$ cat src/rtl/rwcp_pkg.sv
package rwcp_pkg;

  // width of the running byte position
  localparam int unsigned POS_W = 32;

  localparam logic [31:0] TAG_RIFF = 32'h4646_4952;
  localparam logic [31:0] TAG_WAVE = 32'h4556_4157;
  localparam logic [31:0] TAG_FMT  = 32'h2074_6D66;
  localparam logic [31:0] TAG_DATA = 32'h6174_6164;

  localparam logic [31:0] FMT_BODY_LEN = 32'd16;
  localparam logic [15:0] FMT_PCM      = 16'd1;

  typedef enum logic [1:0] {
    ST_OK       = 2'd0,
    ST_NOT_WAVE = 2'd1,
    ST_NOT_PCM  = 2'd2,
    ST_MISSING  = 2'd3
  } status_t;

  typedef enum logic [1:0] {
    CK_OTHER = 2'd0,
    CK_FMT   = 2'd1,
    CK_DATA  = 2'd2
  } chunk_kind_t;

  typedef struct packed {
    logic [7:0] byte_in;
    logic       last;
  } item_t;

  typedef struct packed {
    status_t     status;
    logic [15:0] channel_count;
    logic [31:0] rate_hz;
    logic [15:0] sample_bits;
    logic [31:0] payload_offset;
    logic [31:0] payload_size;
  } result_t;

  // position clipped to the 32-bit offset field
  function automatic logic [31:0] sat_offset(input logic [POS_W-1:0] pos);
    logic [POS_W+31:0] wide;
    wide = (POS_W + 32)'(pos);
    if (wide > (POS_W + 32)'(32'hFFFF_FFFF)) begin
      return 32'hFFFF_FFFF;
    end
    return wide[31:0];
  endfunction

endpackage

$ cat src/rtl/rwcp_ifs.sv
interface rwcp_in_if;
  logic       valid;
  logic       ready;
  logic [7:0] byte_in;
  logic       last;

  modport source (output valid, output byte_in, output last, input ready);
  modport sink   (input valid, input byte_in, input last, output ready);
endinterface

interface rwcp_out_if;
  logic        valid;
  logic        ready;
  logic [1:0]  status;
  logic [15:0] channel_count;
  logic [31:0] rate_hz;
  logic [15:0] sample_bits;
  logic [31:0] payload_offset;
  logic [31:0] payload_size;

  modport source (output valid, output status, output channel_count, output rate_hz,
                  output sample_bits, output payload_offset, output payload_size,
                  input ready);
  modport sink   (input valid, input status, input channel_count, input rate_hz,
                  input sample_bits, input payload_offset, input payload_size,
                  output ready);
endinterface

$ cat src/rtl/riff_wave_chunk_parser.sv
// RIFF/WAVE header parser. Bytes of one file enter on in_ch, one request per
// byte, with last set on the final byte. Each file gives one result on out_ch:
// either an early error (bad RIFF/WAVE tag after byte 11, or a non-PCM format
// code at the end of the 16 fmt bytes) or, on the last byte, the verdict with
// channels, sample rate, bits per sample, data body offset and data size.
// After an early error the rest of the file up to last is dropped silently.
// Fields other than status read zero unless status is ok.
// A byte is registered on acceptance and processed when the pipeline advances;
// its result is registered in the result register that drives out_ch.
// Throughput: one byte per cycle while out_ch does not stall; the input
// register and the result register let a new byte enter while a finished
// result still waits on out_ch.
// When out_ch stalls with a result pending, the pipeline holds and in_ch.ready
// drops once the input register is also full.
// Reset (rst_n low, synchronous) empties both registers and returns the parser
// to the start of a file; the parser also rearms by itself after each last.
module riff_wave_chunk_parser (
  input  logic       clk,
  input  logic       rst_n,
  rwcp_in_if.sink    in_ch,
  rwcp_out_if.source out_ch
);

  logic              adv;
  logic              s1_valid;
  rwcp_pkg::item_t   s1_item;
  logic              step;
  logic              res_valid;
  rwcp_pkg::result_t res;

  rwcp_in_stage u_in_stage (
    .clk      (clk),
    .rst_n    (rst_n),
    .in_ch    (in_ch),
    .adv      (adv),
    .s1_valid (s1_valid),
    .s1_item  (s1_item)
  );

  assign step = s1_valid && adv;

  rwcp_parser u_parser (
    .clk       (clk),
    .rst_n     (rst_n),
    .step      (step),
    .item      (s1_item),
    .res_valid (res_valid),
    .res       (res)
  );

  rwcp_out_stage u_out_stage (
    .clk        (clk),
    .rst_n      (rst_n),
    .load_valid (step && res_valid),
    .load_res   (res),
    .adv        (adv),
    .out_ch     (out_ch)
  );

endmodule

$ cat src/rtl/rwcp_in_stage.sv
module rwcp_in_stage (
  input  logic            clk,
  input  logic            rst_n,
  rwcp_in_if.sink         in_ch,
  input  logic            adv,
  output logic            s1_valid,
  output rwcp_pkg::item_t s1_item
);

  logic            valid_r;
  rwcp_pkg::item_t item_r;

  assign in_ch.ready = !valid_r || adv;
  assign s1_valid    = valid_r;
  assign s1_item     = item_r;

  always_ff @(posedge clk) begin
    if (!rst_n) begin
      valid_r <= 1'b0;
    end else if (in_ch.ready) begin
      valid_r <= in_ch.valid;
    end
  end

  always_ff @(posedge clk) begin
    if (in_ch.valid && in_ch.ready) begin
      item_r.byte_in <= in_ch.byte_in;
      item_r.last    <= in_ch.last;
    end
  end

endmodule

$ cat src/rtl/rwcp_parser.sv
module rwcp_parser (
  input  logic              clk,
  input  logic              rst_n,
  input  logic              step,
  input  rwcp_pkg::item_t   item,
  output logic              res_valid,
  output rwcp_pkg::result_t res
);

  typedef enum logic [4:0] {
    PH_HEADER     = 5'b00001,
    PH_CHUNK_HEAD = 5'b00010,
    PH_FMT_BODY   = 5'b00100,
    PH_SKIP       = 5'b01000,
    PH_ERROR_WAIT = 5'b10000
  } phase_t;

  localparam int unsigned PW = rwcp_pkg::POS_W;

  phase_t                phase_r, phase_nxt;
  logic [3:0]            fbi_r, fbi_nxt;
  logic [31:0]           shift_r, shift_nxt;
  rwcp_pkg::chunk_kind_t kind_r, kind_nxt;
  logic [31:0]           cur_size_r, cur_size_nxt;
  logic [32:0]           skip_r, skip_nxt;
  logic [PW-1:0]         pos_r, pos_nxt;
  logic                  fmt_seen_r, fmt_seen_nxt;
  logic [15:0]           fmt_code_r, fmt_code_nxt;
  logic [15:0]           chans_r, chans_nxt;
  logic [31:0]           rate_r, rate_nxt;
  logic [15:0]           bits_r, bits_nxt;
  logic [31:0]           offset_r, offset_nxt;
  logic [31:0]           size_r, size_nxt;
  logic                  err_r, err_nxt;
  logic                  tag_bad_r, tag_bad_nxt;

  logic                  early;
  rwcp_pkg::status_t     early_status;
  logic                  body_go;
  logic [32:0]           body_count;
  logic [32:0]           skip_dec;
  rwcp_pkg::status_t     fin_status;

  always_comb begin
    phase_nxt    = phase_r;
    fbi_nxt      = fbi_r;
    kind_nxt     = kind_r;
    cur_size_nxt = cur_size_r;
    skip_nxt     = skip_r;
    fmt_seen_nxt = fmt_seen_r;
    fmt_code_nxt = fmt_code_r;
    chans_nxt    = chans_r;
    rate_nxt     = rate_r;
    bits_nxt     = bits_r;
    offset_nxt   = offset_r;
    size_nxt     = size_r;
    err_nxt      = err_r;
    tag_bad_nxt  = tag_bad_r;
    early        = 1'b0;
    early_status = rwcp_pkg::ST_OK;
    body_go      = 1'b0;
    body_count   = '0;
    skip_dec     = skip_r;
    fin_status   = rwcp_pkg::ST_OK;

    pos_nxt   = (&pos_r) ? pos_r : pos_r + 1'b1;
    shift_nxt = {item.byte_in, shift_r[31:8]};

    unique case (phase_r)
      PH_HEADER: begin
        if (fbi_r == 4'd3 && shift_nxt != rwcp_pkg::TAG_RIFF) begin
          tag_bad_nxt = 1'b1;
        end
        if (fbi_r == 4'd11) begin
          fbi_nxt = '0;
          if (tag_bad_nxt || shift_nxt != rwcp_pkg::TAG_WAVE) begin
            early        = 1'b1;
            early_status = rwcp_pkg::ST_NOT_WAVE;
            err_nxt      = 1'b1;
            phase_nxt    = PH_ERROR_WAIT;
          end else begin
            phase_nxt = PH_CHUNK_HEAD;
          end
        end else begin
          fbi_nxt = fbi_r + 4'd1;
        end
      end
      PH_CHUNK_HEAD: begin
        if (fbi_r == 4'd3) begin
          if (shift_nxt == rwcp_pkg::TAG_FMT) begin
            kind_nxt = rwcp_pkg::CK_FMT;
          end else if (shift_nxt == rwcp_pkg::TAG_DATA) begin
            kind_nxt = rwcp_pkg::CK_DATA;
          end else begin
            kind_nxt = rwcp_pkg::CK_OTHER;
          end
        end
        if (fbi_r == 4'd7) begin
          cur_size_nxt = shift_nxt;
          if (kind_r == rwcp_pkg::CK_FMT) begin
            phase_nxt = PH_FMT_BODY;
            fbi_nxt   = '0;
          end else begin
            if (kind_r == rwcp_pkg::CK_DATA) begin
              offset_nxt = rwcp_pkg::sat_offset(pos_nxt);
              size_nxt   = shift_nxt;
            end
            // odd bodies carry a pad byte
            body_go    = 1'b1;
            body_count = {1'b0, shift_nxt} + 33'(shift_nxt[0]);
          end
        end else begin
          fbi_nxt = fbi_r + 4'd1;
        end
      end
      PH_FMT_BODY: begin
        case (fbi_r) inside
          4'd0, 4'd1: begin
            if (fbi_r[0]) fmt_code_nxt[15:8] = item.byte_in;
            else          fmt_code_nxt[7:0]  = item.byte_in;
          end
          4'd2, 4'd3: begin
            if (fbi_r[0]) chans_nxt[15:8] = item.byte_in;
            else          chans_nxt[7:0]  = item.byte_in;
          end
          4'd4, 4'd5, 4'd6, 4'd7: begin
            rate_nxt[8*fbi_r[1:0] +: 8] = item.byte_in;
          end
          4'd14, 4'd15: begin
            if (fbi_r[0]) bits_nxt[15:8] = item.byte_in;
            else          bits_nxt[7:0]  = item.byte_in;
          end
          default: ;
        endcase
        if (fbi_r == 4'd15) begin
          if (fmt_code_nxt != rwcp_pkg::FMT_PCM) begin
            early        = 1'b1;
            early_status = rwcp_pkg::ST_NOT_PCM;
            err_nxt      = 1'b1;
            phase_nxt    = PH_ERROR_WAIT;
            fbi_nxt      = '0;
          end else begin
            fmt_seen_nxt = 1'b1;
            body_go      = 1'b1;
            // short fmt sizes read 16 bytes anyway, with nothing left to skip
            body_count   = (cur_size_r < rwcp_pkg::FMT_BODY_LEN) ? '0
                           : {1'b0, cur_size_r} - {1'b0, rwcp_pkg::FMT_BODY_LEN};
          end
        end else begin
          fbi_nxt = fbi_r + 4'd1;
        end
      end
      PH_SKIP: begin
        if (skip_r != '0) begin
          skip_dec = skip_r - 33'd1;
        end
        skip_nxt = skip_dec;
        if (skip_dec == '0) begin
          phase_nxt = PH_CHUNK_HEAD;
          fbi_nxt   = '0;
        end
      end
      PH_ERROR_WAIT: ;
      default: ;
    endcase

    if (body_go) begin
      skip_nxt  = body_count;
      fbi_nxt   = '0;
      phase_nxt = (body_count == '0) ? PH_CHUNK_HEAD : PH_SKIP;
    end

    // end-of-file verdict, from the state after this byte
    if (phase_nxt == PH_HEADER) begin
      fin_status = rwcp_pkg::ST_NOT_WAVE;
    end else if (phase_nxt == PH_FMT_BODY || !fmt_seen_nxt || size_nxt == '0) begin
      fin_status = rwcp_pkg::ST_MISSING;
    end else begin
      fin_status = rwcp_pkg::ST_OK;
    end

    res_valid = early || (item.last && !err_nxt);
    res       = '0;
    res.status = early ? early_status : fin_status;
    if (!early && fin_status == rwcp_pkg::ST_OK) begin
      res.channel_count  = chans_nxt;
      res.rate_hz        = rate_nxt;
      res.sample_bits    = bits_nxt;
      res.payload_offset = offset_nxt;
      res.payload_size   = size_nxt;
    end

    // back to the reset state for the next file
    if (item.last) begin
      phase_nxt    = PH_HEADER;
      fbi_nxt      = '0;
      shift_nxt    = '0;
      kind_nxt     = rwcp_pkg::CK_OTHER;
      cur_size_nxt = '0;
      skip_nxt     = '0;
      pos_nxt      = '0;
      fmt_seen_nxt = 1'b0;
      fmt_code_nxt = '0;
      chans_nxt    = '0;
      rate_nxt     = '0;
      bits_nxt     = '0;
      offset_nxt   = '0;
      size_nxt     = '0;
      err_nxt      = 1'b0;
      tag_bad_nxt  = 1'b0;
    end
  end

  always_ff @(posedge clk) begin
    if (!rst_n) begin
      phase_r    <= PH_HEADER;
      fbi_r      <= '0;
      shift_r    <= '0;
      kind_r     <= rwcp_pkg::CK_OTHER;
      cur_size_r <= '0;
      skip_r     <= '0;
      pos_r      <= '0;
      fmt_seen_r <= 1'b0;
      fmt_code_r <= '0;
      chans_r    <= '0;
      rate_r     <= '0;
      bits_r     <= '0;
      offset_r   <= '0;
      size_r     <= '0;
      err_r      <= 1'b0;
      tag_bad_r  <= 1'b0;
    end else if (step) begin
      phase_r    <= phase_nxt;
      fbi_r      <= fbi_nxt;
      shift_r    <= shift_nxt;
      kind_r     <= kind_nxt;
      cur_size_r <= cur_size_nxt;
      skip_r     <= skip_nxt;
      pos_r      <= pos_nxt;
      fmt_seen_r <= fmt_seen_nxt;
      fmt_code_r <= fmt_code_nxt;
      chans_r    <= chans_nxt;
      rate_r     <= rate_nxt;
      bits_r     <= bits_nxt;
      offset_r   <= offset_nxt;
      size_r     <= size_nxt;
      err_r      <= err_nxt;
      tag_bad_r  <= tag_bad_nxt;
    end
  end

endmodule

$ cat src/rtl/rwcp_out_stage.sv
module rwcp_out_stage (
  input  logic              clk,
  input  logic              rst_n,
  input  logic              load_valid,
  input  rwcp_pkg::result_t load_res,
  output logic              adv,
  rwcp_out_if.source        out_ch
);

  logic              valid_r;
  rwcp_pkg::result_t res_r;

  // the stage moves when the result register is empty or being drained
  assign adv = !valid_r || out_ch.ready;

  always_ff @(posedge clk) begin
    if (!rst_n) begin
      valid_r <= 1'b0;
    end else if (adv) begin
      valid_r <= load_valid;
    end
  end

  always_ff @(posedge clk) begin
    if (adv && load_valid) begin
      res_r <= load_res;
    end
  end

  assign out_ch.valid          = valid_r;
  assign out_ch.status         = res_r.status;
  assign out_ch.channel_count  = res_r.channel_count;
  assign out_ch.rate_hz        = res_r.rate_hz;
  assign out_ch.sample_bits    = res_r.sample_bits;
  assign out_ch.payload_offset = res_r.payload_offset;
  assign out_ch.payload_size   = res_r.payload_size;

endmodule
$ cat src/flat_wrapper.sv
// flat-port wrapper written by rule: the top's interface ports become plain ports
module riff_wave_chunk_parser_flat 
  (clk, rst_n, in_ch_valid, in_ch_byte_in, in_ch_last, in_ch_ready, out_ch_valid, out_ch_status, out_ch_channel_count, out_ch_rate_hz, out_ch_sample_bits, out_ch_payload_offset, out_ch_payload_size, out_ch_ready);
  rwcp_in_if in_ch_i ();
  rwcp_out_if out_ch_i ();
  input  logic clk;
  input  logic rst_n;
  input wire logic [$bits(in_ch_i.valid)-1:0] in_ch_valid;
  input wire logic [$bits(in_ch_i.byte_in)-1:0] in_ch_byte_in;
  input wire logic [$bits(in_ch_i.last)-1:0] in_ch_last;
  output wire logic [$bits(in_ch_i.ready)-1:0] in_ch_ready;
  output wire logic [$bits(out_ch_i.valid)-1:0] out_ch_valid;
  output wire logic [$bits(out_ch_i.status)-1:0] out_ch_status;
  output wire logic [$bits(out_ch_i.channel_count)-1:0] out_ch_channel_count;
  output wire logic [$bits(out_ch_i.rate_hz)-1:0] out_ch_rate_hz;
  output wire logic [$bits(out_ch_i.sample_bits)-1:0] out_ch_sample_bits;
  output wire logic [$bits(out_ch_i.payload_offset)-1:0] out_ch_payload_offset;
  output wire logic [$bits(out_ch_i.payload_size)-1:0] out_ch_payload_size;
  input wire logic [$bits(out_ch_i.ready)-1:0] out_ch_ready;
  assign in_ch_i.valid = in_ch_valid;
  assign in_ch_i.byte_in = in_ch_byte_in;
  assign in_ch_i.last = in_ch_last;
  assign in_ch_ready = in_ch_i.ready;
  assign out_ch_valid = out_ch_i.valid;
  assign out_ch_status = out_ch_i.status;
  assign out_ch_channel_count = out_ch_i.channel_count;
  assign out_ch_rate_hz = out_ch_i.rate_hz;
  assign out_ch_sample_bits = out_ch_i.sample_bits;
  assign out_ch_payload_offset = out_ch_i.payload_offset;
  assign out_ch_payload_size = out_ch_i.payload_size;
  assign out_ch_i.ready = out_ch_ready;
  riff_wave_chunk_parser u_core (.clk(clk), .rst_n(rst_n), .in_ch(in_ch_i), .out_ch(out_ch_i));
endmodule
$ cat config.mk
export PLATFORM = sky130hd
export DESIGN_NAME = riff_wave_chunk_parser_flat
export DESIGN_NICKNAME = d
export VERILOG_FILES = /design/src/rtl/rwcp_pkg.sv /design/src/rtl/rwcp_ifs.sv /design/src/rtl/riff_wave_chunk_parser.sv /design/src/rtl/rwcp_in_stage.sv /design/src/rtl/rwcp_parser.sv /design/src/rtl/rwcp_out_stage.sv /design/src/flat_wrapper.sv
export SDC_FILE = /design/constraint.sdc
export NUM_CORES = 1
export LEC_CHECK = 0
export ABC_CLOCK_PERIOD_IN_PS = 16200
export BUFFER_PORTS_ARGS = -buffer_cell sky130_fd_sc_hd__buf_2
export CORE_AREA = 2 2 223 225
export CTS_BUF_LIST = sky130_fd_sc_hd__clkbuf_4 sky130_fd_sc_hd__clkbuf_8
export DETAILED_ROUTE_END_ITERATION = 10
export DIE_AREA = 0 0 225 227
export SKIP_CTS_REPAIR_TIMING = 1
export SYNTH_ARGS = -nofsm -noshare
export SYNTH_HDL_FRONTEND = slang
export SYNTH_SLANG_ARGS = --single-unit
$ cat constraint.sdc
create_clock -name clk -period 16.2 [get_ports clk]
set_input_delay 2.43 -clock clk [delete_from_list [all_inputs] [get_ports clk]]
set_output_delay 2.43 -clock clk [all_outputs]
set_load 0.05 [all_outputs]
Yosys cells after proc, flatten, opt, wreduce, memory -nomap -nowiden
Cells that the tools add are included.
Word-level totals
  input port bits: 13
  register bits after elaboration: 428
  memory bits (read-only): 0
  memories kept: 0
  logic and storage cells: 213
  RAM bits: 0
  bits in latches: 0
  output and inout bits: 132
Cells by class
  order comparisons: 1
  equal/unequal tests: 26
  shifts and indexed selects: 2
  div/mod/pow operators: 0
  bitwise operators: 0
  multipliers: 0
  add/sub/neg operators: 6
  reductions and logical operators: 42
  muxes and demuxes: 110
Operators with widths (number)
  $mux 32: 21
  $mux 33: 10
  $mux 16: 14
  $logic_not 33->1: 2
  $pmux 33 s2: 1
  $ne 32x31->1 const B: 2
  $mux 8: 6
  $mux 5: 9
  $mux 4: 9
  $neg 5->34: 1
  $shift 8x34->32 const A: 1
  $shiftx 8x34->32: 1
  $add 32x1->33: 1
  $reduce_bool 33->1: 1
  $sub 32x5->33 const B: 1
  $sub 33x1->33 const B: 1
  $add 32x1->32 const B: 1
  $bwmux 32: 1
  $eq 32x30->1 const B: 1
  $eq 32x31->1 const B: 1
  $logic_not 32->1: 1
  $lt 32x5->1 const B: 1
  $reduce_and 32->1: 1
  $mux 1: 23
  other kinds (32): 76

Logic depth before layout (Yosys ltp)
Gate-level depths: netlist of run 1.
  depth in word-level cells: 18
  mapped depth: 15
  depth with buffers taken out: 11

Modules after synthesis
Synthesis of run 1 repeated with hierarchy kept, for this count alone.
Second synthesis, totals
  cell total of the unflattened synthesis: 2524
  area, all modules: 22113.7 um^2
By module, submodules not included
  rwcp_parser: area each 17812.1 um^2, cells an instance 2373, instances 1
  rwcp_out_stage: area each 3961.3 um^2, cells an instance 135, instances 1
  rwcp_in_stage: area each 327.8 um^2, cells an instance 14, instances 1
  riff_wave_chunk_parser: area each 12.5 um^2, cells an instance 2, instances 1

Worst setup path after synthesis of run 1
OpenSTA, ideal clock, no wires.
  path kind: in2reg
  start: input port out_ch_ready
  end: register u_core.u_out_stage.res_r (netlist bit u_core.u_out_stage.out_ch.channel_count[0]) (enable)
  buffers on the path: 2
  setup time: 0.663 ns
  setup slack: 6.238 ns
  required time: 15.537 ns
  stages: 5
  data arrival time: 9.299 ns
  cell sequence: nand2b_1 > nand2_1 > clkbuf_1 > clkbuf_1 > a21oi_1
On the way
  longest elaborated chain between the ends: 4
Ends and longest elaborated chain
  from (decl): RTL line flat_wrapper.sv:19  | input wire logic [$bits(out_ch_i.ready)-1:0] out_ch_ready;
  $logic_or 1x1->1 *: RTL line rwcp_out_stage.sv:14  | assign adv = !valid_r || out_ch.ready;
  $logic_and 1x1->1: RTL line riff_wave_chunk_parser.sv:40  | assign step = s1_valid && adv;
  $logic_and 1x1->1: RTL line riff_wave_chunk_parser.sv:54  | .load_valid (step && res_valid),
  $logic_and 1x1->1 *: RTL line rwcp_out_stage.sv:25  | if (adv && load_valid) begin
  to (signal assigned): RTL line rwcp_out_stage.sv:26  | res_r <= load_res;
  to (decl): RTL line rwcp_out_stage.sv:11  | rwcp_pkg::result_t res_r;
Mark *: on every way between the ends. The rest lies on a longest branch, timed or not.
A chain may end at the register's enable or synchronous reset.

Worst setup path in the final report of run 1
  start: register u_core.u_parser.fbi_r[0]
  end: register u_core.u_out_stage.res_r (netlist bit u_core.u_out_stage.out_ch.rate_hz[8]), data pin
On the way
  longest elaborated chain between the ends: 18
Ends and longest elaborated chain
  from (decl): RTL line rwcp_parser.sv:21  | logic [3:0] fbi_r, fbi_nxt;
  from (signal assigned): RTL line rwcp_parser.sv:234  | fbi_r <= fbi_nxt;
  $eq 4x1->1 (no line) or $logic_not 4->1 (tied branches)
  $reduce_or 2->1: RTL line rwcp_parser.sv:117  | case (fbi_r) inside
  $mux 16: RTL line rwcp_parser.sv:117
  $mux 16: RTL line rwcp_parser.sv:69  | unique case (phase_r)
  $ne 16x1->1: RTL line rwcp_parser.sv:136  | if (fmt_code_nxt != rwcp_pkg::FMT_PCM) begin
  $mux 33: RTL line rwcp_parser.sv:136
  $mux 33: RTL line rwcp_parser.sv:135  | if (fbi_r == 4'd15) begin
  $pmux 33 s2: RTL line rwcp_parser.sv:69
  $logic_not 33->1: RTL line rwcp_parser.sv:170  | phase_nxt = (body_count == '0) ? PH_CHUNK_HEAD : PH_SKIP;
  $mux 4: RTL line rwcp_parser.sv:170
  $mux 5: RTL line rwcp_parser.sv:167  | if (body_go) begin
  $eq 5x3->1: RTL line rwcp_parser.sv:176  | end else if (phase_nxt == PH_FMT_BODY || !fmt_seen_nxt || size_nxt == '0) begin
  $logic_or 1x1->1 (2 in a row): RTL line rwcp_parser.sv:176
  $mux 2: RTL line rwcp_parser.sv:176
  $mux 2: RTL line rwcp_parser.sv:174  | if (phase_nxt == PH_HEADER) begin
  $logic_not 2->1: RTL line rwcp_parser.sv:185  | if (!early && fin_status == rwcp_pkg::ST_OK) begin
  $logic_and 1x1->1: RTL line rwcp_parser.sv:185
Parallel ways exist; a longest one is shown, timed or not. The select of a mux whose other input is x is not followed.

==> results of run 1 <==
per-stage QoR:
stage / hold slack, ns / utilization / cell area, sq um / total power, mW / instances
global route: 0.502 / 0.500 / 24300 / 2.29 / 3193
detailed placement: 0.455 / 0.468 / 22700 / 1.21 / 3057
global placement: 0.444 / 0.468 / 22700 / 1.21 / 3057
finish: 0.466 / 0.500 / 24300 / 2.22 / 3193
floorplan: 0.432 / - / 21600 / 1.18 / 2454
CTS: 0.471 / 0.500 / 24300 / 2.23 / 3193
metal layers:
| layer | global-route usage | part of all wire |
|---|---|---|
| met5 | 0 | 0 |
| met4 | 0.105 | 0.027 |
| met2 | 0.414 | 0.45 |
| met1 | 0.375 | 0.45 |
| met3 | 0.0445 | 0.075 |
final timing paths:
kind,endpoint,depth (start not counted)
max,u_core.u_out_stage.out_ch.rate_hz[8]$_SDFFCE_PN0P_,12
min,u_core.u_parser.err_r$_SDFFE_PN0P_,1
max reg2reg,u_core.u_out_stage.out_ch.rate_hz[8]$_SDFFCE_PN0P_,12
min reg2reg,u_core.u_parser.err_r$_SDFFE_PN0P_,1
state kept, by name, indices dropped and copies added (netlist names), 2 cells and up:
name	count
u_core.u_out_stage.out_ch.sample_bits	16
u_core.u_out_stage.out_ch.rate_hz	32
u_core.u_parser.fmt_code_r	16
u_core.u_out_stage.out_ch.status	2
u_core.u_parser.pos_r	32
u_core.u_parser.size_r	32
u_core.u_out_stage.out_ch.payload_size	32
u_core.u_in_stage.s1_item	9
u_core.u_parser.chans_r	16
u_core.u_parser.fbi_r	4
u_core.u_parser.skip_r	33
u_core.u_parser.cur_size_r	32
u_core.u_parser.rate_r	32
u_core.u_parser.offset_r	32
u_core.u_out_stage.out_ch.payload_offset	32
u_core.u_parser.bits_r	16
u_core.u_parser.phase_r	5
u_core.u_parser.kind_r	2
u_core.u_out_stage.out_ch.channel_count	16
u_core.u_parser.shift_r	24
cell families after synthesis:
kind of cell,after synthesis
flip-flops,420
XOR/XNOR,95
multiplexers,26
AO/OA/AOI/OAI,599
AND/OR/NAND/NOR,1070
adder cells (fa/ha/maj),15
buffers and inverters,229
worst max-delay path, cell delays in order (launching register included):
cell,delay (ns)
dfxtp_1,0.60
ha_1,0.38
nand3b_1,0.21
nor3_1,0.71
nand2b_1,0.79
o31ai_4,0.20
buf_4,0.37
a211o_1,0.18
nand3_1,0.08
a2111oi_1,0.46
or3_4,0.79
buf_4,0.71
a21oi_1,0.11
placed cells by master, fill, tap and decap left out, drive strengths merged, types with 6 or more instances in the layout:
cell type,instances
nand4,36
a21oi,114
and4,9
o41ai,6
clkinv,15
o31ai,11
a21boi,67
dfxtp,281
nand2b,10
buf,188
o21ai,112
or3,34
mux2i,24
nor4,56
inv,25
xnor2,64
and3,29
nand3,93
o31a,7
or4,15
o22ai,13
nor3b,7
a22oi,183
and2,24
ha,15
nor2b,202
clkbuf,114
nand2,254
a22o,9
a31oi,12
o21a,6
a211oi,15
nor3,73
or2,6
edfxtp,139
nor2,185
nand3b,21
xor2,31
cell type report:
type	count	share of cell area
clock buffer	114	0.0569
clock inverter	22	0.00696
inverter	22	0.00340
multi-input combinational	1805	0.453
sequential	420	0.404
tap	622	0.0321
timing repair buffer	188	0.0436
power breakdown:
| part | internal, mW | switching, mW | leakage (nW) | total (mW) |
|---|---|---|---|---|
| clock network | 0.566 | 0.463 | 0.818 | 1.03 |
| logic | 0.0232 | 0.0690 | 3.83 | 0.0922 |
| registers | 1.09 | 0.00672 | 3.80 | 1.10 |
| total | 1.68 | 0.539 | 8.45 | 2.22 |
==> impl_metrics.json, run 1 <==
{
  "status": "completed",
  "totalNegativeSetupSlack_ns": 0,
  "grt_pass1_vias": 18330,
  "yosys.area.top_type_share": 0.260,
  "pwr_density_cell_nw_per_um2": 91.4,
  "cp.arrival_ns": 6.37,
  "ios": 145,
  "vdd_drop_max_uv": 54.5,
  "via_per_inst": 6.04,
  "synth_top_area_cell": "dfxtp_1",
  "chipWidth_microns": 225,
  "rows": 81,
  "avgRoutedWirePerCell_microns": 21.7,
  "gp_congestion": 0.907,
  "area_delta_synth_final_pct": 12.2,
  "syn_area_sq_um": 21600,
  "hold_path_class": "flop to flop",
  "critical_path_class": "flop to flop",
  "grtUsageTotal": 0.268,
  "critPathRequiredTime_ns": 16.57,
  "synth_common_cells": "281 x dfxtp_1, 254 x nand2_1, 202 x nor2b_1",
  "min_from": "u_core.u_parser.err_r$_SDFFE_PN0P_",
  "fin_crit_sh": 0.371,
  "drtIter0Drc": 1644,
  "synth-simple-area-share": 0.258,
  "final.setup.worst_slack_ns": 10.20,
  "num_vias": 19281,
  "dominantRegCellSynth": "dfxtp_1",
  "drt_pass1_iterations": 6,
  "root_buffer": "clkbuf_8",
  "synth_fa_ha_area_frac": 0.00868,
  "port_buffers": 144,
  "worstMarginPinSlew_ns": 1.21,
  "synth_cells": 2454,
  "antenna_cells": 0,
  "tritoncts": "done",
  "ys_seq_area_frac": 0.453,
  "synth-xor-area-share": 0.0385,
  "dpl_worst_slack_ns": 10.34,
  "slew_violations": 0,
  "critPathLaunch": "u_core.u_parser.fbi_r[0]$_SDFFE_PN0P_",
  "grt-ovfl-total": 0,
  "end_kind": "flop",
  "yosysMostFrequentCell": "dfxtp_1",
  "dp_hpwl_microns": 45000,
  "synth_top_family_by_area": "simple AND/OR/NAND/NOR gates",
  "grt_max_degree": 101,
  "die_area_sq_um": 51100,
  "ys_top_cells_by_area": "dfxtp_1 26%, edfxtp_1 19%, a22oi_1 6.4%",
  "muxShareOfSynthArea": 0.0122,
  "die_h_microns": 227,
  "r2r_setup_slack_ns": 10.20,
  "clkTransAtPathRegs_ns": 0.06,
  "start_util": 0.445,
  "r2r-start": "u_core.u_parser.fbi_r[0]$_SDFFE_PN0P_",
  "cp-start-kind": "flop",
  "synth_edf_count": 139,
  "cts.sinks": 420,
  "synth_compound_area_frac": 0.188,
  "path_max_fanout": 66,
  "clk_latency_ns": 0.67,
  "wl_microns": 69300,
  "maxCapViolations": 0,
  "syn_nets": 2482,
  "fin_skew_ns": 0.0372,
  "ant_nets": 0,
  "post-route-min-period_ns": 6.00,
  "setup_viol_count_final": 0,
  "maxSlewHeadroom": 0.193,
  "hold_viol": 0,
  "layout-drive-gt1-share": 0.143,
  "syn_avg_cell_area_sq_um": 8.81,
  "yosysUniqueCellTypes": 78,
  "antenna_found_initial": 0,
  "htreeDepth": 3,
  "numCtsBuffers": 74,
  "multiInputGateArea_sq_um": 11000,
  "clock_path_buffers": 3,
  "final-seq-area_sq_um": 9800,
  "coreArea_sq_um": 48500,
  "rsz0062_at_grt": "no",
  "nets": 2539,
  "grt_first_pass_wirelength_microns": 107000,
  "ys_seq_elements": 420,
  "yosys_warnings": 0,
  "synthArstFlopShare": 0,
  "nFillCells": 4613,
  "drc": 0,
  "timing.fmax_ghz": 0.167,
  "power_leakage_nw": 8.45
}
Power figures use the tool's default switching activity.
==> run 2, diff against run 1 <==
--- a/config.mk
+++ b/config.mk
@@ -5,7 +5,7 @@
 export SDC_FILE = /design/constraint.sdc
 export NUM_CORES = 1
 export LEC_CHECK = 0
-export ABC_CLOCK_PERIOD_IN_PS = 16200
+export ABC_CLOCK_PERIOD_IN_PS = 5820
 export BUFFER_PORTS_ARGS = -buffer_cell sky130_fd_sc_hd__buf_2
 export CORE_AREA = 2 2 223 225
 export CTS_BUF_LIST = sky130_fd_sc_hd__clkbuf_4 sky130_fd_sc_hd__clkbuf_8
==> constraint.sdc (replaced) <==
create_clock -name clk -period 5.82 [get_ports clk]
set_input_delay 0.873 -clock clk [delete_from_list [all_inputs] [get_ports clk]]
set_output_delay 0.873 -clock clk [all_outputs]
set_load 0.05 [all_outputs]
==> run 2 against run 1 <==
Clock-buffer cell count stayed put. Die area stayed put. Critical path type unchanged. Fmax rose by 28%. Sequential power rose to 2.8 times the previous value. Non-clock buffer count up 6. Flip-flop and latch count stayed put. First-iteration DRC count grew 5.9%. Final cell count is 0.16% higher. Utilization up 0.24 points. Critical path depth is the same. Register-to-register slack got worse by 9.1 ns.
==> impl_metrics.json, run 2 (synthesized netlist as in run 1, its figures left out) <==
{
  "chipWidth_microns": 225,
  "pwr_density_cell_nw_per_um2": 256,
  "drt_pass1_iterations": 5,
  "crit_buf_inv": 2,
  "totalNegativeSetupSlack_ns": 0,
  "post-route-min-period_ns": 4.71,
  "rows": 81,
  "status": "completed",
  "clock_path_buffers": 3,
  "drc": 0,
  "numCtsBuffers": 74,
  "crit_slowest_cell": "dfxtp_1",
  "layout-drive-gt1-share": 0.147,
  "grt_first_pass_wirelength_microns": 106000,
  "start_util": 0.445,
  "power.share.sequential": 0.490,
  "crit_chain": "inv_1 > ha_1 > nor2_1 > nand3b_1 > mux2_2 > nor2_1 > a2bb2oi_1 > nand3_1 > a2111oi_1 > or3_4 > buf_4 > nor2_1",
  "path_depth": 12,
  "grt_max_degree": 144,
  "final-seq-area_sq_um": 9800,
  "wl_microns": 69600,
  "critPathRequiredTime_ns": 6.24,
  "grt-ovfl-total": 0,
  "r2r_setup_slack_ns": 1.11,
  "pwr-share-comb": 0.041,
  "power_leakage_nw": 8.52,
  "die_area_sq_um": 51100,
  "layout_common_cells": "281 x dfxtp_1, 253 x nand2_1, 202 x nor2b_1, 184 x nor2_1, 183 x a22oi_1",
  "final_common_cell": "dfxtp_1",
  "drtIter0Drc": 1741,
  "hold_path_class": "input port to flop",
  "total_power_mw": 6.24,
  "nFillCells": 4535,
  "vdd_drop_max_uv": 229,
  "rsz0062_at_grt": "no",
  "nets": 2545,
  "fin_skew_ns": 0.0369,
  "max_stage_delay_ns": 0.61,
  "via_per_inst": 6.03,
  "endpoint": "u_core.u_out_stage.out_ch.channel_count[6]$_SDFFCE_PN0P_",
  "cts.sinks": 420,
  "antenna_cells": 0,
  "end_kind": "flop",
  "critPathLaunch": "u_core.u_parser.fbi_r[0]$_SDFFE_PN0P_",
  "cp.arrival_ns": 5.13,
  "die_h_microns": 227,
  "worst_r2r_endpoint": "u_core.u_out_stage.out_ch.channel_count[6]$_SDFFCE_PN0P_",
  "path_common_cell": "nor2_1",
  "place_area_sq_um": 22800,
  "fin_crit_sh": 0.809,
  "p_sw_frac": 0.241,
  "dp_hpwl_microns": 46300,
  "cp_top_family": "simple AND/OR/NAND/NOR gates",
  "largest_reg_flops": 33,
  "clkTransAtPathRegs_ns": 0.06,
  "root_buffer": "clkbuf_8",
  "internal-power_mw": 4.73,
  "cp-start-kind": "flop",
  "rr_worst_depth": 12,
  "setup_viol_count_final": 0,
  "critical_path_class": "flop to flop",
  "grtUsageTotal": 0.268,
  "htreeDepth": 3,
  "r2r-start": "u_core.u_parser.fbi_r[0]$_SDFFE_PN0P_",
  "maxSlewHeadroom": 0.140,
  "port_buffers": 144,
  "regMostFlops": "u_core.u_parser.skip_r",
  "final_area_sq_um": 24400,
  "num_vias": 19292,
  "slew_violations": 0,
  "worstMarginPinSlew_ns": 1.28,
  "gp_congestion": 0.917,
  "antenna_found_initial": 0,
  "maxCapViolations": 0,
  "path_max_fanout": 39,
  "avgRoutedWirePerCell_microns": 21.8,
  "pwr-share-clk": 0.469,
  "timing.fmax_ghz": 0.212,
  "tritoncts": "done",
  "area_delta_synth_final_pct": 12.8,
  "ant_nets": 0,
  "p_switching_mw": 1.50,
  "clk_latency_ns": 0.68,
  "grt_pass1_vias": 17991,
  "multiInputGateArea_sq_um": 11000,
  "hold_viol": 0,
  "coreArea_sq_um": 48500,
  "ios": 145
}
run 2: layout make-up:
class                      instances  area share
inverter                          22     0.00339
clock buffer                     114      0.0572
timing repair buffer             194      0.0468
tap                              622      0.0319
sequential                       420       0.402
multi-input combinational       1805       0.451
clock inverter                    21     0.00770
run 2: power groups by stage:
| stage | registers [mW] | logic [mW] | clock network (mW) |
|---|---|---|---|
| floorplan | 3.12 | 0.148 | 0 |
| global placement | 3.12 | 0.247 | 0 |
| detailed placement | 3.12 | 0.250 | 0 |
| CTS | 3.06 | 0.250 | 2.99 |
| global route | 3.06 | 0.267 | 3.11 |
| finish | 3.06 | 0.253 | 2.92 |
run 2: stage by stage:
step / hold WS, ns / std cells / utilization / setup WS, ns
2_1_floorplan: 0.432 / 2454 / - / 1.13
3_3_place_gp: 0.446 / 3063 / 0.469 / 1.47
3_5_place_dp: 0.450 / 3063 / 0.469 / 1.20
4_1_cts: 0.341 / 3198 / 0.502 / 1.22
5_1_grt: 0.363 / 3198 / 0.502 / 0.876
6_report: 0.388 / 3198 / 0.502 / 1.11
run 2: metal layers:
metal,vias to the layer above,GRT usage,wire (microns)
met5,-,0,0
met4,0,0.101,1970
met3,123,0.0498,4900
met2,731,0.410,31100
met1,9421,0.377,31600
li1,9017,-,-
run 2: how the worst min path moves through the flow:
stage,cells after the start,slack (ns),end,start
after global routing,1,0.36,u_core.u_in_stage.s1_item[4]$_DFFE_PP_,in_ch_byte_in[3]
after global placement,1,0.45,u_core.u_parser.err_r$_SDFFE_PN0P_,u_core.u_parser.err_r$_SDFFE_PN0P_
final,1,0.39,u_core.u_in_stage.s1_item[4]$_DFFE_PP_,in_ch_byte_in[3]
after CTS,1,0.34,u_core.u_in_stage.s1_item[1]$_DFFE_PP_,in_ch_byte_in[0]
after floorplan,1,0.43,u_core.u_parser.err_r$_SDFFE_PN0P_,u_core.u_parser.err_r$_SDFFE_PN0P_
after detailed placement,1,0.45,u_core.u_parser.err_r$_SDFFE_PN0P_,u_core.u_parser.err_r$_SDFFE_PN0P_
==> run 3, diff against run 2 <==
--- a/config.mk
+++ b/config.mk
@@ -5,7 +5,7 @@
 export SDC_FILE = /design/constraint.sdc
 export NUM_CORES = 1
 export LEC_CHECK = 0
-export ABC_CLOCK_PERIOD_IN_PS = 5820
+export ABC_CLOCK_PERIOD_IN_PS = 4300
 export BUFFER_PORTS_ARGS = -buffer_cell sky130_fd_sc_hd__buf_2
 export CORE_AREA = 2 2 223 225
 export CTS_BUF_LIST = sky130_fd_sc_hd__clkbuf_4 sky130_fd_sc_hd__clkbuf_8
==> constraint.sdc (replaced) <==
create_clock -name clk -period 4.3 [get_ports clk]
set_input_delay 0.645 -clock clk [delete_from_list [all_inputs] [get_ports clk]]
set_output_delay 0.645 -clock clk [all_outputs]
set_load 0.05 [all_outputs]
==> run 3 against run 2 <==
First-iteration DRC count is 9.0% higher. Setup slack worse by 0.82 ns. Non-clock buffer count is 45 higher. Critical path depth stayed put. Sequential share of layout area is 0.57 points lower. Clock power is 38% higher. Register-to-register slack worse by 0.82 ns. Largest power group unchanged. Sequential power is 35% higher. Critical path type unchanged. Via count is 1.5% higher.
==> impl_metrics.json, run 3 (synthesized netlist as in run 1, its figures left out) <==
{
  "grt_max_degree": 84,
  "status": "completed",
  "clkTransAtPathRegs_ns": 0.07,
  "die_area_sq_um": 51100,
  "tritoncts": "done",
  "drt_pass1_iterations": 6,
  "nFillCells": 4584,
  "layout_common_cells": "278 x dfxtp_1, 253 x nand2_1, 202 x nor2b_1, 183 x nor2_1, 183 x a22oi_1",
  "clock_path_buffers": 3,
  "rows": 81,
  "whs_path_depth": 1,
  "slew_violations": 0,
  "regMostFlops": "u_core.u_parser.skip_r",
  "crit_chain": "inv_2 > ha_1 > nor2_2 > nand3b_1 > mux2_4 > nor2_1 > a2bb2oi_4 > nand3_1 > a2111oi_1 > or3_4 > buf_4 > nor2_1",
  "grt_first_pass_wirelength_microns": 108000,
  "root_buffer": "clkbuf_8",
  "cp.arrival_ns": 4.38,
  "hold_viol": 0,
  "num_vias": 19576,
  "critical_path_class": "flop to flop",
  "max_stage_delay_ns": 0.52,
  "via_per_inst": 6.02,
  "grtUsageTotal": 0.271,
  "rr_worst_depth": 12,
  "fin_crit_sh": 0.931,
  "critPathRequiredTime_ns": 4.68,
  "rsz0062_at_grt": "no",
  "numCtsBuffers": 77,
  "grt_pass1_vias": 18518,
  "timing.fmax_ghz": 0.250,
  "ant_nets": 0,
  "worstMarginPinSlew_ns": 1.12,
  "final_common_cell": "dfxtp_1",
  "port_buffers": 144,
  "dp_hpwl_microns": 47400,
  "maxCapViolations": 0,
  "grt-ovfl-total": 0,
  "antenna_cells": 0,
  "vdd_drop_max_uv": 227,
  "end_kind": "flop",
  "total_power_mw": 8.52,
  "start_util": 0.445,
  "crit_slowest_cell": "a2111oi_1",
  "fin_skew_ns": 0.0335,
  "path_common_cell": "nor2_1",
  "ios": 145,
  "htreeDepth": 3,
  "power_leakage_nw": 8.77,
  "cts.sinks": 420,
  "setup_viol_count_final": 0,
  "avgRoutedWirePerCell_microns": 21.7,
  "coreArea_sq_um": 48500,
  "wl_microns": 70700,
  "drc": 0,
  "totalNegativeSetupSlack_ns": 0,
  "area_delta_synth_final_pct": 14.4,
  "gp_congestion": 0.955,
  "maxSlewHeadroom": 0.249,
  "clk_latency_ns": 0.67,
  "largest_reg_flops": 33,
  "hold_path_class": "input port to flop",
  "drtIter0Drc": 1898,
  "path_max_fanout": 53,
  "antenna_found_initial": 0,
  "layout-drive-gt1-share": 0.164,
  "die_h_microns": 227,
  "cp-start-kind": "flop",
  "post-route-min-period_ns": 4.00,
  "chipWidth_microns": 225,
  "nets": 2593,
  "pwr_density_cell_nw_per_um2": 345
}
-- run 3: layout make-up --
type,count,area [sq um],share of cell area
tap,622,778,0.0315
sequential,420,9800,0.396
timing repair buffer,239,1440,0.0584
multi-input combinational,1805,11000,0.445
clock buffer,121,1450,0.0587
clock inverter,21,160,0.00648
inverter,22,82.6,0.00334
-- run 3: stage by stage --
stage          area, sq um  setup WS [ns]  cells  hold WS [ns]  utilization
6_report             24700          0.299   3250         0.174        0.509
5_1_grt              24700         0.0747   3250         0.148        0.509
4_1_cts              24700          0.275   3250         0.135        0.509
3_5_place_dp         23100          0.287   3108         0.450        0.476
3_3_place_gp         23100          0.423   3108         0.439        0.476
2_1_floorplan        21700        -0.0193   2454         0.432            -
-- run 3: path summary, 6_finish.rpt --
kind         slack [ns]                                                endpoint                                    start
max                0.30  u_core.u_out_stage.out_ch.sample_bits[6]$_SDFFCE_PN0P_    u_core.u_parser.fbi_r[0]$_SDFFE_PN0P_
min                0.17                  u_core.u_in_stage.s1_item[2]$_DFFE_PP_                         in_ch_byte_in[1]
max reg2reg        0.30  u_core.u_out_stage.out_ch.sample_bits[6]$_SDFFCE_PN0P_    u_core.u_parser.fbi_r[0]$_SDFFE_PN0P_
min reg2reg        0.46                 u_core.u_parser.rate_r[15]$_SDFFE_PN0P_  u_core.u_parser.rate_r[15]$_SDFFE_PN0P_
-- run 3: metal layers --
layer | share of wire | track usage
met1 | 0.45 | 0.378
met2 | 0.45 | 0.424
met3 | 0.070 | 0.0490
met4 | 0.031 | 0.0976
met5 | 0 | 0
-- run 3: where the power goes --
part | switching (mW) | leakage, nW | internal, mW
combinational | 0.269 | 4.10 | 0.0956
sequential | 0.0207 | 3.80 | 4.10
clock | 1.76 | 0.869 | 2.27
-- run 3: worst max-delay path: cells and delay by family (launching register included) --
| family | cells | cell delay [ns] |
|---|---|---|
| buf+inv | 2 | 0.60 |
| simple gates | 6 | 1.16 |
| fa+ha+maj | 1 | 0.30 |
| mux | 1 | 0.36 |
| compound gates | 2 | 0.76 |
| flops | 1 | 0.49 |
